**src/design/rgbwenc_pkg.sv**
```systemverilog
// ----------------------------------------------------------------------------
// RGBW encoder package
// Shared word types, register indexes, reset values and phase codes.
// ----------------------------------------------------------------------------
package rgbwenc_pkg;

    localparam int PERIOD_W = 10;
    localparam int GAP_W    = 16;
    localparam int CFG_IDX_W  = 2;
    localparam int CFG_DATA_W = 16;
    localparam int PIXEL_BITS = 32;
    localparam int BITS_W     = 6;

    localparam logic [CFG_IDX_W-1:0] CFG_BIT_PERIOD = 2'd0;
    localparam logic [CFG_IDX_W-1:0] CFG_ZERO_HIGH  = 2'd1;
    localparam logic [CFG_IDX_W-1:0] CFG_ONE_HIGH   = 2'd2;
    localparam logic [CFG_IDX_W-1:0] CFG_LATCH_GAP  = 2'd3;

    localparam logic [PERIOD_W-1:0] RST_BIT_PERIOD = 10'd80;
    localparam logic [PERIOD_W-1:0] RST_ZERO_HIGH  = 10'd19;
    localparam logic [PERIOD_W-1:0] RST_ONE_HIGH   = 10'd39;
    localparam logic [GAP_W-1:0]    RST_LATCH_GAP  = 16'd6400;

    localparam logic [1:0] PH_IDLE  = 2'd0;
    localparam logic [1:0] PH_BITS  = 2'd1;
    localparam logic [1:0] PH_LATCH = 2'd2;

    localparam logic REQ_PIXEL = 1'b0;
    localparam logic REQ_TICK  = 1'b1;

    typedef struct packed {
        logic       req_type;
        logic [7:0] red;
        logic [7:0] green;
        logic [7:0] blue;
        logic [7:0] white;
        logic       end_of_frame;
    } in_word_t;

    typedef struct packed {
        logic line_level;
        logic busy_res;
        logic pixel_dropped;
    } out_word_t;

    typedef struct packed {
        logic [PERIOD_W-1:0] bit_period_cycles;
        logic [PERIOD_W-1:0] zero_high_cycles;
        logic [PERIOD_W-1:0] one_high_cycles;
        logic [GAP_W-1:0]    latch_gap_cycles;
    } cfg_t;

endpackage

```
**src/design/rgbw_led_serial_encoder.sv**
```systemverilog
// A word accepted on s_ is registered in the result buffer before it is offered on m_.
// Throughput: one word per cycle while m_ready stays high; a two-entry
// result buffer (output register plus skid) keeps s_ready off the m_ready
// path, and s_ready drops only while both entries are full.
// Reset: aresetn low clears line state to idle, config to its defaults
// and empties the result buffer.
// ----------------------------------------------------------------------------
// RGBW single-wire LED encoder
// Turns pixel and tick words into line levels for a one-wire RGBW chain.
// ----------------------------------------------------------------------------
module rgbw_led_serial_encoder (
    input  logic                                aclk,
    input  logic                                aresetn,
    input  logic                                s_valid,
    output logic                                s_ready,
    input  rgbwenc_pkg::in_word_t               s_data,
    output logic                                m_valid,
    input  logic                                m_ready,
    output rgbwenc_pkg::out_word_t              m_data,
    input  logic                                cfg_we,
    input  logic [rgbwenc_pkg::CFG_IDX_W-1:0]   cfg_index,
    input  logic [rgbwenc_pkg::CFG_DATA_W-1:0]  cfg_wdata
);
    import rgbwenc_pkg::*;

    cfg_t      cfg;
    out_word_t res;
    logic      accept;

    assign accept = s_valid && s_ready;

    rgbwenc_cfg u_cfg (
        .aclk      (aclk),
        .aresetn   (aresetn),
        .cfg_we    (cfg_we),
        .cfg_index (cfg_index),
        .cfg_wdata (cfg_wdata),
        .cfg       (cfg)
    );

    rgbwenc_core u_core (
        .aclk    (aclk),
        .aresetn (aresetn),
        .cfg     (cfg),
        .step    (accept),
        .in_word (s_data),
        .res     (res)
    );

    rgbwenc_obuf u_obuf (
        .aclk       (aclk),
        .aresetn    (aresetn),
        .push       (accept),
        .push_word  (res),
        .push_ready (s_ready),
        .m_valid    (m_valid),
        .m_ready    (m_ready),
        .m_data     (m_data)
    );

endmodule

```
**src/design/rgbwenc_cfg.sv**
```systemverilog
// ----------------------------------------------------------------------------
// RGBW encoder configuration registers
// Holds bit timing and latch gap, written through a plain write port.
// ----------------------------------------------------------------------------
module rgbwenc_cfg (
    input  logic                                 aclk,
    input  logic                                 aresetn,
    input  logic                                 cfg_we,
    input  logic [rgbwenc_pkg::CFG_IDX_W-1:0]    cfg_index,
    input  logic [rgbwenc_pkg::CFG_DATA_W-1:0]   cfg_wdata,
    output rgbwenc_pkg::cfg_t                    cfg
);
    import rgbwenc_pkg::*;

    cfg_t cfg_reg;

    always_ff @(posedge aclk) begin
        if (!aresetn) begin
            cfg_reg.bit_period_cycles <= RST_BIT_PERIOD;
            cfg_reg.zero_high_cycles  <= RST_ZERO_HIGH;
            cfg_reg.one_high_cycles   <= RST_ONE_HIGH;
            cfg_reg.latch_gap_cycles  <= RST_LATCH_GAP;
        end else if (cfg_we) begin
            case (cfg_index)
                CFG_BIT_PERIOD: cfg_reg.bit_period_cycles <= cfg_wdata[PERIOD_W-1:0];
                CFG_ZERO_HIGH:  cfg_reg.zero_high_cycles  <= cfg_wdata[PERIOD_W-1:0];
                CFG_ONE_HIGH:   cfg_reg.one_high_cycles   <= cfg_wdata[PERIOD_W-1:0];
                CFG_LATCH_GAP:  cfg_reg.latch_gap_cycles  <= cfg_wdata[GAP_W-1:0];
                default: ;
            endcase
        end
    end

    assign cfg = cfg_reg;

endmodule

```
**src/design/rgbwenc_core.sv**
```systemverilog
// ----------------------------------------------------------------------------
// RGBW encoder core
// Line state registers and the single-pass step for one accepted word.
// ----------------------------------------------------------------------------
module rgbwenc_core (
    input  logic                    aclk,
    input  logic                    aresetn,
    input  rgbwenc_pkg::cfg_t       cfg,
    input  logic                    step,
    input  rgbwenc_pkg::in_word_t   in_word,
    output rgbwenc_pkg::out_word_t  res
);
    import rgbwenc_pkg::*;

    logic [PIXEL_BITS-1:0] bit_shift_reg,     bit_shift_next;
    logic [BITS_W-1:0]     bits_left_reg,     bits_left_next;
    logic [PERIOD_W-1:0]   tick_in_bit_reg,   tick_in_bit_next;
    logic [GAP_W-1:0]      latch_left_reg,    latch_left_next;
    logic                  latch_pending_reg, latch_pending_next;
    logic [1:0]            phase_reg,         phase_next;

    logic                  busy_now;
    logic [PERIOD_W-1:0]   tick_inc;
    logic [BITS_W-1:0]     bits_dec;
    logic [GAP_W-1:0]      latch_dec;

    function automatic logic level_of(input logic [1:0] ph, input logic msb,
                                      input logic [PERIOD_W-1:0] tick,
                                      input cfg_t c);
        logic [PERIOD_W-1:0] high;
        high = msb ? c.one_high_cycles : c.zero_high_cycles;
        return (ph == PH_BITS) && (tick < high);
    endfunction

    assign busy_now  = (phase_reg == PH_BITS) || (phase_reg == PH_LATCH);
    assign tick_inc  = tick_in_bit_reg + 1'b1;
    assign bits_dec  = bits_left_reg - 1'b1;
    assign latch_dec = latch_left_reg - 1'b1;

    always_comb begin
        bit_shift_next     = bit_shift_reg;
        bits_left_next     = bits_left_reg;
        tick_in_bit_next   = tick_in_bit_reg;
        latch_left_next    = latch_left_reg;
        latch_pending_next = latch_pending_reg;
        phase_next         = phase_reg;
        res                = '0;

        if (in_word.req_type == REQ_PIXEL) begin
            if (busy_now) begin
                res.pixel_dropped = 1'b1;
            end else begin
                bit_shift_next     = {in_word.green, in_word.red, in_word.blue, in_word.white};
                bits_left_next     = BITS_W'(PIXEL_BITS);
                tick_in_bit_next   = '0;
                latch_pending_next = in_word.end_of_frame;
                phase_next         = PH_BITS;
            end
            res.line_level = level_of(phase_next, bit_shift_next[PIXEL_BITS-1],
                                      tick_in_bit_next, cfg);
            res.busy_res   = (phase_next == PH_BITS) || (phase_next == PH_LATCH);
        end else begin
            case (phase_reg)
                PH_BITS: begin
                    res.line_level   = level_of(phase_reg, bit_shift_reg[PIXEL_BITS-1],
                                                tick_in_bit_reg, cfg);
                    res.busy_res     = 1'b1;
                    tick_in_bit_next = tick_inc;
                    if (tick_inc == '0 || tick_inc >= cfg.bit_period_cycles) begin
                        tick_in_bit_next = '0;
                        bit_shift_next   = {bit_shift_reg[PIXEL_BITS-2:0], 1'b0};
                        bits_left_next   = bits_dec;
                        if (bits_dec == '0) begin
                            if (latch_pending_reg && cfg.latch_gap_cycles != '0) begin
                                latch_left_next = cfg.latch_gap_cycles;
                                phase_next      = PH_LATCH;
                            end else begin
                                phase_next = PH_IDLE;
                            end
                            latch_pending_next = 1'b0;
                        end
                    end
                end
                PH_LATCH: begin
                    res.busy_res    = 1'b1;
                    latch_left_next = latch_dec;
                    if (latch_dec == '0) begin
                        phase_next = PH_IDLE;
                    end
                end
                default: begin
                    phase_next = PH_IDLE;
                end
            endcase
        end
    end

    always_ff @(posedge aclk) begin
        if (!aresetn) begin
            bit_shift_reg     <= '0;
            bits_left_reg     <= '0;
            tick_in_bit_reg   <= '0;
            latch_left_reg    <= '0;
            latch_pending_reg <= 1'b0;
            phase_reg         <= PH_IDLE;
        end else if (step) begin
            bit_shift_reg     <= bit_shift_next;
            bits_left_reg     <= bits_left_next;
            tick_in_bit_reg   <= tick_in_bit_next;
            latch_left_reg    <= latch_left_next;
            latch_pending_reg <= latch_pending_next;
            phase_reg         <= phase_next;
        end
    end

    a_phase_legal: assert property (@(posedge aclk) disable iff (!aresetn)
        phase_reg != 2'd3) else $error("unused phase code entered");

    a_bits_count: assert property (@(posedge aclk) disable iff (!aresetn)
        phase_reg == PH_BITS |-> bits_left_reg != '0 && bits_left_reg <= BITS_W'(PIXEL_BITS))
        else $error("bit count out of range while sending");

    a_latch_count: assert property (@(posedge aclk) disable iff (!aresetn)
        phase_reg == PH_LATCH |-> latch_left_reg != '0 && !latch_pending_reg)
        else $error("latch gap state inconsistent");

    a_idle_on_last: assert property (@(posedge aclk) disable iff (!aresetn)
        step && in_word.req_type == REQ_TICK && phase_reg == PH_LATCH &&
        latch_left_reg == GAP_W'(1) |=> phase_reg == PH_IDLE)
        else $error("latch gap did not end");

endmodule

```
**src/design/rgbwenc_obuf.sv**
```systemverilog
// ----------------------------------------------------------------------------
// RGBW encoder result buffer
// Output register with a skid stage so s_ready is registered, off the m_ready path.
// ----------------------------------------------------------------------------
module rgbwenc_obuf (
    input  logic                    aclk,
    input  logic                    aresetn,
    input  logic                    push,
    input  rgbwenc_pkg::out_word_t  push_word,
    output logic                    push_ready,
    output logic                    m_valid,
    input  logic                    m_ready,
    output rgbwenc_pkg::out_word_t  m_data
);
    import rgbwenc_pkg::*;

    out_word_t main_reg;
    out_word_t skid_reg;
    logic      main_valid_reg;
    logic      skid_valid_reg;
    logic      pop;

    assign pop        = main_valid_reg && m_ready;
    assign push_ready = !skid_valid_reg;
    assign m_valid    = main_valid_reg;
    assign m_data     = main_reg;

    always_ff @(posedge aclk) begin
        if (!aresetn) begin
            main_valid_reg <= 1'b0;
            skid_valid_reg <= 1'b0;
        end else if (skid_valid_reg) begin
            if (pop) begin
                main_reg       <= skid_reg;
                skid_valid_reg <= 1'b0;
            end
        end else if (push) begin
            if (!main_valid_reg || pop) begin
                main_reg       <= push_word;
                main_valid_reg <= 1'b1;
            end else begin
                skid_reg       <= push_word;
                skid_valid_reg <= 1'b1;
            end
        end else if (pop) begin
            main_valid_reg <= 1'b0;
        end
    end

    a_skid_behind_main: assert property (@(posedge aclk) disable iff (!aresetn)
        skid_valid_reg |-> main_valid_reg) else $error("skid word without main word");

    a_no_push_full: assert property (@(posedge aclk) disable iff (!aresetn)
        skid_valid_reg |-> !push) else $error("word pushed into full buffer");

    a_skid_drains: assert property (@(posedge aclk) disable iff (!aresetn)
        skid_valid_reg && pop |=> !skid_valid_reg && main_valid_reg)
        else $error("skid word lost on drain");

endmodule
```
**config.mk**
```make
export PLATFORM = sky130hd
export DESIGN_NAME = rgbw_led_serial_encoder
export DESIGN_NICKNAME = d
export VERILOG_FILES = /design/src/design/rgbwenc_pkg.sv /design/src/design/rgbw_led_serial_encoder.sv /design/src/design/rgbwenc_cfg.sv /design/src/design/rgbwenc_core.sv /design/src/design/rgbwenc_obuf.sv
export SDC_FILE = /design/constraint.sdc
export NUM_CORES = 1
export LEC_CHECK = 0
export BUFFER_PORTS_ARGS = -buffer_cell sky130_fd_sc_hd__buf_2
export CAP_MARGIN = 0
export CORE_ASPECT_RATIO = 0.7
export CORE_MARGIN = 2
export CORE_UTILIZATION = 44
export DETAILED_ROUTE_END_ITERATION = 12
export GPL_TIMING_DRIVEN = 0
export PLACE_DENSITY = 0.62
export SETUP_SLACK_MARGIN = 0.2
export SYNTH_ARGS = -nofsm -noshare
export SYNTH_HDL_FRONTEND = slang
export SYNTH_SLANG_ARGS = --single-unit
export TNS_END_PERCENT = 20
```
**constraint.sdc**
```tcl
create_clock -name aclk -period 6.5 [get_ports aclk]
set_clock_uncertainty 0.1 [all_clocks]
set_input_delay 0.325 -clock aclk [delete_from_list [all_inputs] [get_ports aclk]]
set_output_delay 0.325 -clock aclk [all_outputs]
set_load 0.005 [all_outputs]
```
Word-level counts from Yosys, hierarchy flattened:

Cells that the tools add are included.

* flip-flop bits (word level): 121
* latch bits: 0
* bits in writable memories: 0
* bits in read-only memories: 0
* input bits: 57
* output and inout bits: 5
* memories: 0

* add/subtract/negate cells: 3
* multipliers: 0
* divide/modulo/power cells: 0
* $lt $le $gt $ge: 3
* equality and inequality tests: 19
* shifts and indexed selects: 0
* multiplexer cells: 49
* bitwise gates (word level): 2
* reduce and logical (&&, ||, !) cells: 34

Operators by type and width (number)
* 32-bit two-way mux: 5
* 10-bit two-way mux: 7
* 16-bit two-way mux: 3
* 16-bit one-hot mux with 2 select lines: 1
* 6-bit two-way mux: 4
* 10-bit < comparator: 2
* 16-bit logical NOT: 1
* 1-bit two-way mux: 16
* 2-bit two-way mux: 8
* 4-bit AND reduction: 4
* 16-bit nonzero test: 1
* 16-bit by 1-bit subtractor with 16-bit output (second input constant): 1
* 3-bit two-way mux: 4
* 10-bit by 1-bit adder with 10-bit output (second input constant): 1
* 10-bit greater-or-equal comparator: 1
* 10-bit logical NOT: 1
* 2-bit inequality test (second input constant): 5
* 2-bit AND reduction: 5
* 3-bit inequality test (second input constant): 3
* 2-bit equality test (second input constant): 4
* 2-bit by 1-bit inequality test with 1-bit output (second input constant): 4
* 2-bit nonzero test: 4
* 2-bit by 1-bit equality test with 1-bit output (second input constant): 3
* 6-bit logical NOT: 1
* 11 further kinds: 21

Longest topological paths before layout:

* depth in word-level cells: 11
* mapped depth: 15
* gate-level depth less buffers: 13

By module:

From an unflattened synthesis, not the netlist that was laid out.

* cell total of the unflattened synthesis: 777
* area total of the unflattened synthesis: 6921.6 um2

By module, submodules not included
* rgbwenc_core: times used 1, cells an instance 574, area an instance 4778.3 um2, seq. area each 1341.3 um2
* rgbwenc_cfg: times used 1, cells an instance 178, area an instance 1778.0 um2, seq. area each 920.9 um2
* rgbwenc_obuf: times used 1, cells an instance 24, area an instance 359.1 um2, seq. area each 220.2 um2
* rgbw_led_serial_encoder: times used 1, cells an instance 1, area an instance 6.3 um2, seq. area each 0.0 um2

Worst setup path before layout:

No wires, ideal clock.

* path kind: register -> register
* start point: register u_core.tick_in_bit_reg[1]
* end point: register u_core.bits_left_reg[4]
* data arrival time: 3.013 ns
* data required time: 6.284 ns
* setup slack: 3.271 ns
* stages on the path, launching flop included: 14
* path buffers: 1
* period minus slack after synthesis: 3.229 ns
* path through: dfxtp_1 > ha_1 > clkbuf_1 > and3_1 > nand3_1 > nor2_1 > xor2_1 > ha_1 > a21o_1 > a21o_1 > a31o_2 > o21ai_0 > o21ai_0 > a31o_2

* cells in the longest elaborated chain, start to end: 5

RTL lines
* start: declaration: line rgbwenc_core.sv:17 `logic [PERIOD_W-1:0] tick_in_bit_reg, tick_in_bit_next;`
* start signal: assignment: line rgbwenc_core.sv:109 `tick_in_bit_reg <= tick_in_bit_next;`
* 10-bit by 1-bit adder with 10-bit output *: line rgbwenc_core.sv:36 `assign tick_inc = tick_in_bit_reg + 1'b1;`
* 10-bit greater-or-equal comparator or 10-bit logical NOT (tied branches): line rgbwenc_core.sv:69 `if (tick_inc == '0 || tick_inc >= cfg.bit_period_cycles) begin`
* 1-bit logical OR *: line rgbwenc_core.sv:69
* 2-bit by 1-bit inequality test with 1-bit output (no source line) *
* 4-bit AND reduction (no source line) *
* end signal: assignment: line rgbwenc_core.sv:108 `bits_left_reg <= bits_left_next;`
* end: declaration: line rgbwenc_core.sv:16 `logic [BITS_W-1:0] bits_left_reg, bits_left_next;`

Mark *: on every way between the ends. The rest lies on a longest branch, timed or not.
A chain may end at the register's enable or synchronous reset.

Worst setup path after layout:

Ends and elaborated chain as after synthesis.

==> results.yml <==
status:
  run_status: "completed"
clock_tree:
  path_clk_slew_ns: 0.06
  ctsResizeCount: 0
  cts_sinks: 121
  cts_max_level: 4
  clockBufferDepth: 2
  insertion_delay_ns: 0.43
  postCtsSetupRepairBufs: 0
  cts_root_buffer: "clkbuf_16"
  cts_tree: "built"
  hold_buffers: 0
  cts_made_buffers: 17
timing:
  finalHoldViolCount: 0
  worst_pin_slew_ns: 0.928
  slew_headroom: 0.379
  period_needed_ns: 4.11
  drv_slew: 0
  setup_violations: 0
  fin_crit_sh: 0.632
  hold_slack_ns: 0.0156
  max_freq_mhz: 243
  fin_tns_setup_ns: 0
  rsz0062_at_grt: "no"
route:
  drc: 0
  via_count: 6475
  wl_per_cell_um: 18.0
  via_per_inst: 5.82
  antenna_left: 0
  routed_wl_mm: 20.1
  drt_iter0_markers: 599
  firstDrtPassIters: 4
hold_path:
  whs_path_depth: 3
  min_from: "cfg_wdata[12]"
  worstHoldPathType: "input port to flip-flop"
  holdPathEnd: "u_cfg.cfg[12]"
layout:
  largest_register_ffs: 46
  final_cells: 1113
  drive_above_1_share: 0.147
  syn_to_final_growth_pct: 16.4
  post-route-cell-area_um2: 7890
  layout.nets: 998
  diodes: 0
synth:
  ys_seq_elements: 121
  netlist-cell-type-count: 70
  synth-edff-count: 6
  synthArstFlopShare: 0
  netlist_instances: 825
  syn-mean-instance-area_um2: 8.21
  synth_top_flop_cell: "dfxtp_1"
  synth_area_um2: 6770
  ys_seq_area_frac: 0.367
  yosys_warnings: 0
  syn-num-nets: 918
global_routing:
  grt_max_degree: 17
  grt_pass1_wl_mm: 32.5
  grt_use_total: 0.251
  antenna_found_initial: 0
  grt_pass1_vias: 6006
  grt_overflow: 0
worst_setup_path:
  critPathKind: "flip-flop to flip-flop"
  r2r_cells: 13
  ff2ff_setup_slack_ns: 2.39
  reg2reg_to: "u_core.bits_left_reg[4]"
  worstSetupEndpointType: "flip-flop"
  cp_max_fo: 8
  startpoint_type: "flip-flop"
  r2r_start: "u_core.tick_in_bit_reg[1]"
  arrival_ns: 4.33
  cp.required_ns: 6.71
pwr:
  switching_power_uw: 504
  clkPwrFrac: 0.479
  seqPwrFrac: 0.424
  leakage_uw: 0.00309
  peakVddDrop_mv: 0.135
  share_comb_of_total_power: 0.097
  switching_share: 0.270
  p_int_uw: 1360
  powerDensity_nw_per_um2: 237
placement:
  dpl.hpwl_mm: 14.9
  place_area_um2: 7330
  numPortBuffers: 61
  dp.cells: 1081
  gp_congestion: 0.899
die:
  die_area_um2: 16400
  die_w_um: 152
  core_area_um2: 14900
  std_cell_rows: 37
  io_pins: 62
  start_util: 0.456
  die_h_um: 108
flow_run:
  maxCapViolCount: 0
power groups by stage:
stage               Clock [uW]  Combinational (uW)  Sequential [uW]
CTS                        898                 180              792
floorplan                    0                 115              802
global placement             0                 178              807
global route               936                 203              795
detailed placement           0                 179              807
finish                     894                 181              792
synthesized netlist by cell type, drive strengths merged, types with 5 or more instances:
| master | instances | area (um^2) |
|---|---|---|
| nand3 | 30 | 150 |
| o32ai | 5 | 43.8 |
| nor2 | 76 | 288 |
| a21o | 6 | 45.0 |
| a31oi | 7 | 58.8 |
| mux2i | 24 | 253 |
| o22ai | 7 | 50.1 |
| nor3 | 15 | 80.1 |
| a22oi | 37 | 278 |
| nor4 | 14 | 93.8 |
| a211oi | 39 | 305 |
| and3 | 12 | 80.1 |
| a21oi | 64 | 320 |
| edfxtp | 6 | 180 |
| clkbuf | 44 | 165 |
| ha | 36 | 450 |
| buf | 20 | 115 |
| xnor2 | 11 | 96.3 |
| mux2 | 5 | 56.3 |
| nor2b | 15 | 93.8 |
| o21a | 8 | 60.1 |
| nand2 | 117 | 439 |
| o21ai | 18 | 90.1 |
| xor2 | 5 | 43.8 |
| dfxtp | 115 | 2300 |
| o211ai | 6 | 45.0 |
| inv | 24 | 90.1 |
final cells by class:
| type | instances | area (um^2) |
|---|---|---|
| buffer | 64 | 280 |
| clock buffer | 19 | 464 |
| clock inverter | 13 | 93.8 |
| fill | 1428 | 6980 |
| inverter | 24 | 90.1 |
| multi-input combinational | 616 | 3930 |
| sequential | 121 | 2480 |
| tap | 195 | 244 |
| timing repair buffer | 61 | 305 |
critical path: stages (launching register included):
cell and delay (ns):
dfxtp_1 0.53, ha_1 0.21, clkbuf_1 0.31, and3_1 0.23, nand3_1 0.18, nor2_1 0.20
xor2_1 0.22, ha_1 0.28, a21o_1 0.17, a21o_1 0.22, a31o_2 0.24, o21ai_0 0.63
o21ai_0 0.20, a31o_2 0.27
worst max path at each step:
stage | from | to | slack, ns | depth (start not counted)
finish | u_core.tick_in_bit_reg[1] | u_core.bits_left_reg[4] | 2.39 | 13
global route | u_core.tick_in_bit_reg[1] | u_core.bits_left_reg[4] | 2.15 | 13
CTS | u_core.tick_in_bit_reg[1] | u_core.bits_left_reg[4] | 2.43 | 13
detailed placement | u_core.tick_in_bit_reg[1] | u_core.bits_left_reg[4] | 2.48 | 13
global placement | u_core.tick_in_bit_reg[1] | u_core.bits_left_reg[4] | 2.50 | 13
floorplan | u_core.tick_in_bit_reg[1] | u_core.bits_left_reg[4] | 3.27 | 13
per-layer routing:
| metal | part of all wire | wire length (um) | vias to the layer above | GRT usage |
|---|---|---|---|---|
| li1 | - | - | 3174 | - |
| met1 | 0.53 | 10600 | 3040 | 0.386 |
| met2 | 0.40 | 7950 | 229 | 0.349 |
| met3 | 0.063 | 1270 | 32 | 0.0471 |
| met4 | 0.013 | 269 | 0 | 0.0714 |
| met5 | 0 | 0 | - | 0 |
through the flow:
step | utilization | setup slack (ns) | total power [uW]
final | 0.531 | 2.39 | 1870
after global routing | 0.531 | 2.15 | 1930
after CTS | 0.531 | 2.43 | 1870
after detailed placement | 0.493 | 2.48 | 986
after global placement | 0.493 | 2.50 | 985
after floorplan | - | 3.27 | 917
cells in the final DEF, fill, tap and decap left out, types with 30 or more instances in the layout:
cell type	count
buf_2	72
nand2_1	117
clkbuf_1	44
nand3_1	30
a21oi_1	64
ha_1	36
a22oi_1	37
a211oi_1	38
dfxtp_1	115
nor2_1	75
logic make-up (layout without fill, tap and decap cells):
group,count (synthesis),count (layout),synth area share
and+or+nand+nor,302,302,0.205
AOI/OAI and AO/OA,233,233,0.241
DFF,121,121,0.367
buffers and inverters,88,181,0.0547
adders and majority gates,36,36,0.0665
muxes,29,29,0.0456
xor gates and xnor gates,16,16,0.0207
No activity file was read; power rests on OpenSTA's default activity.
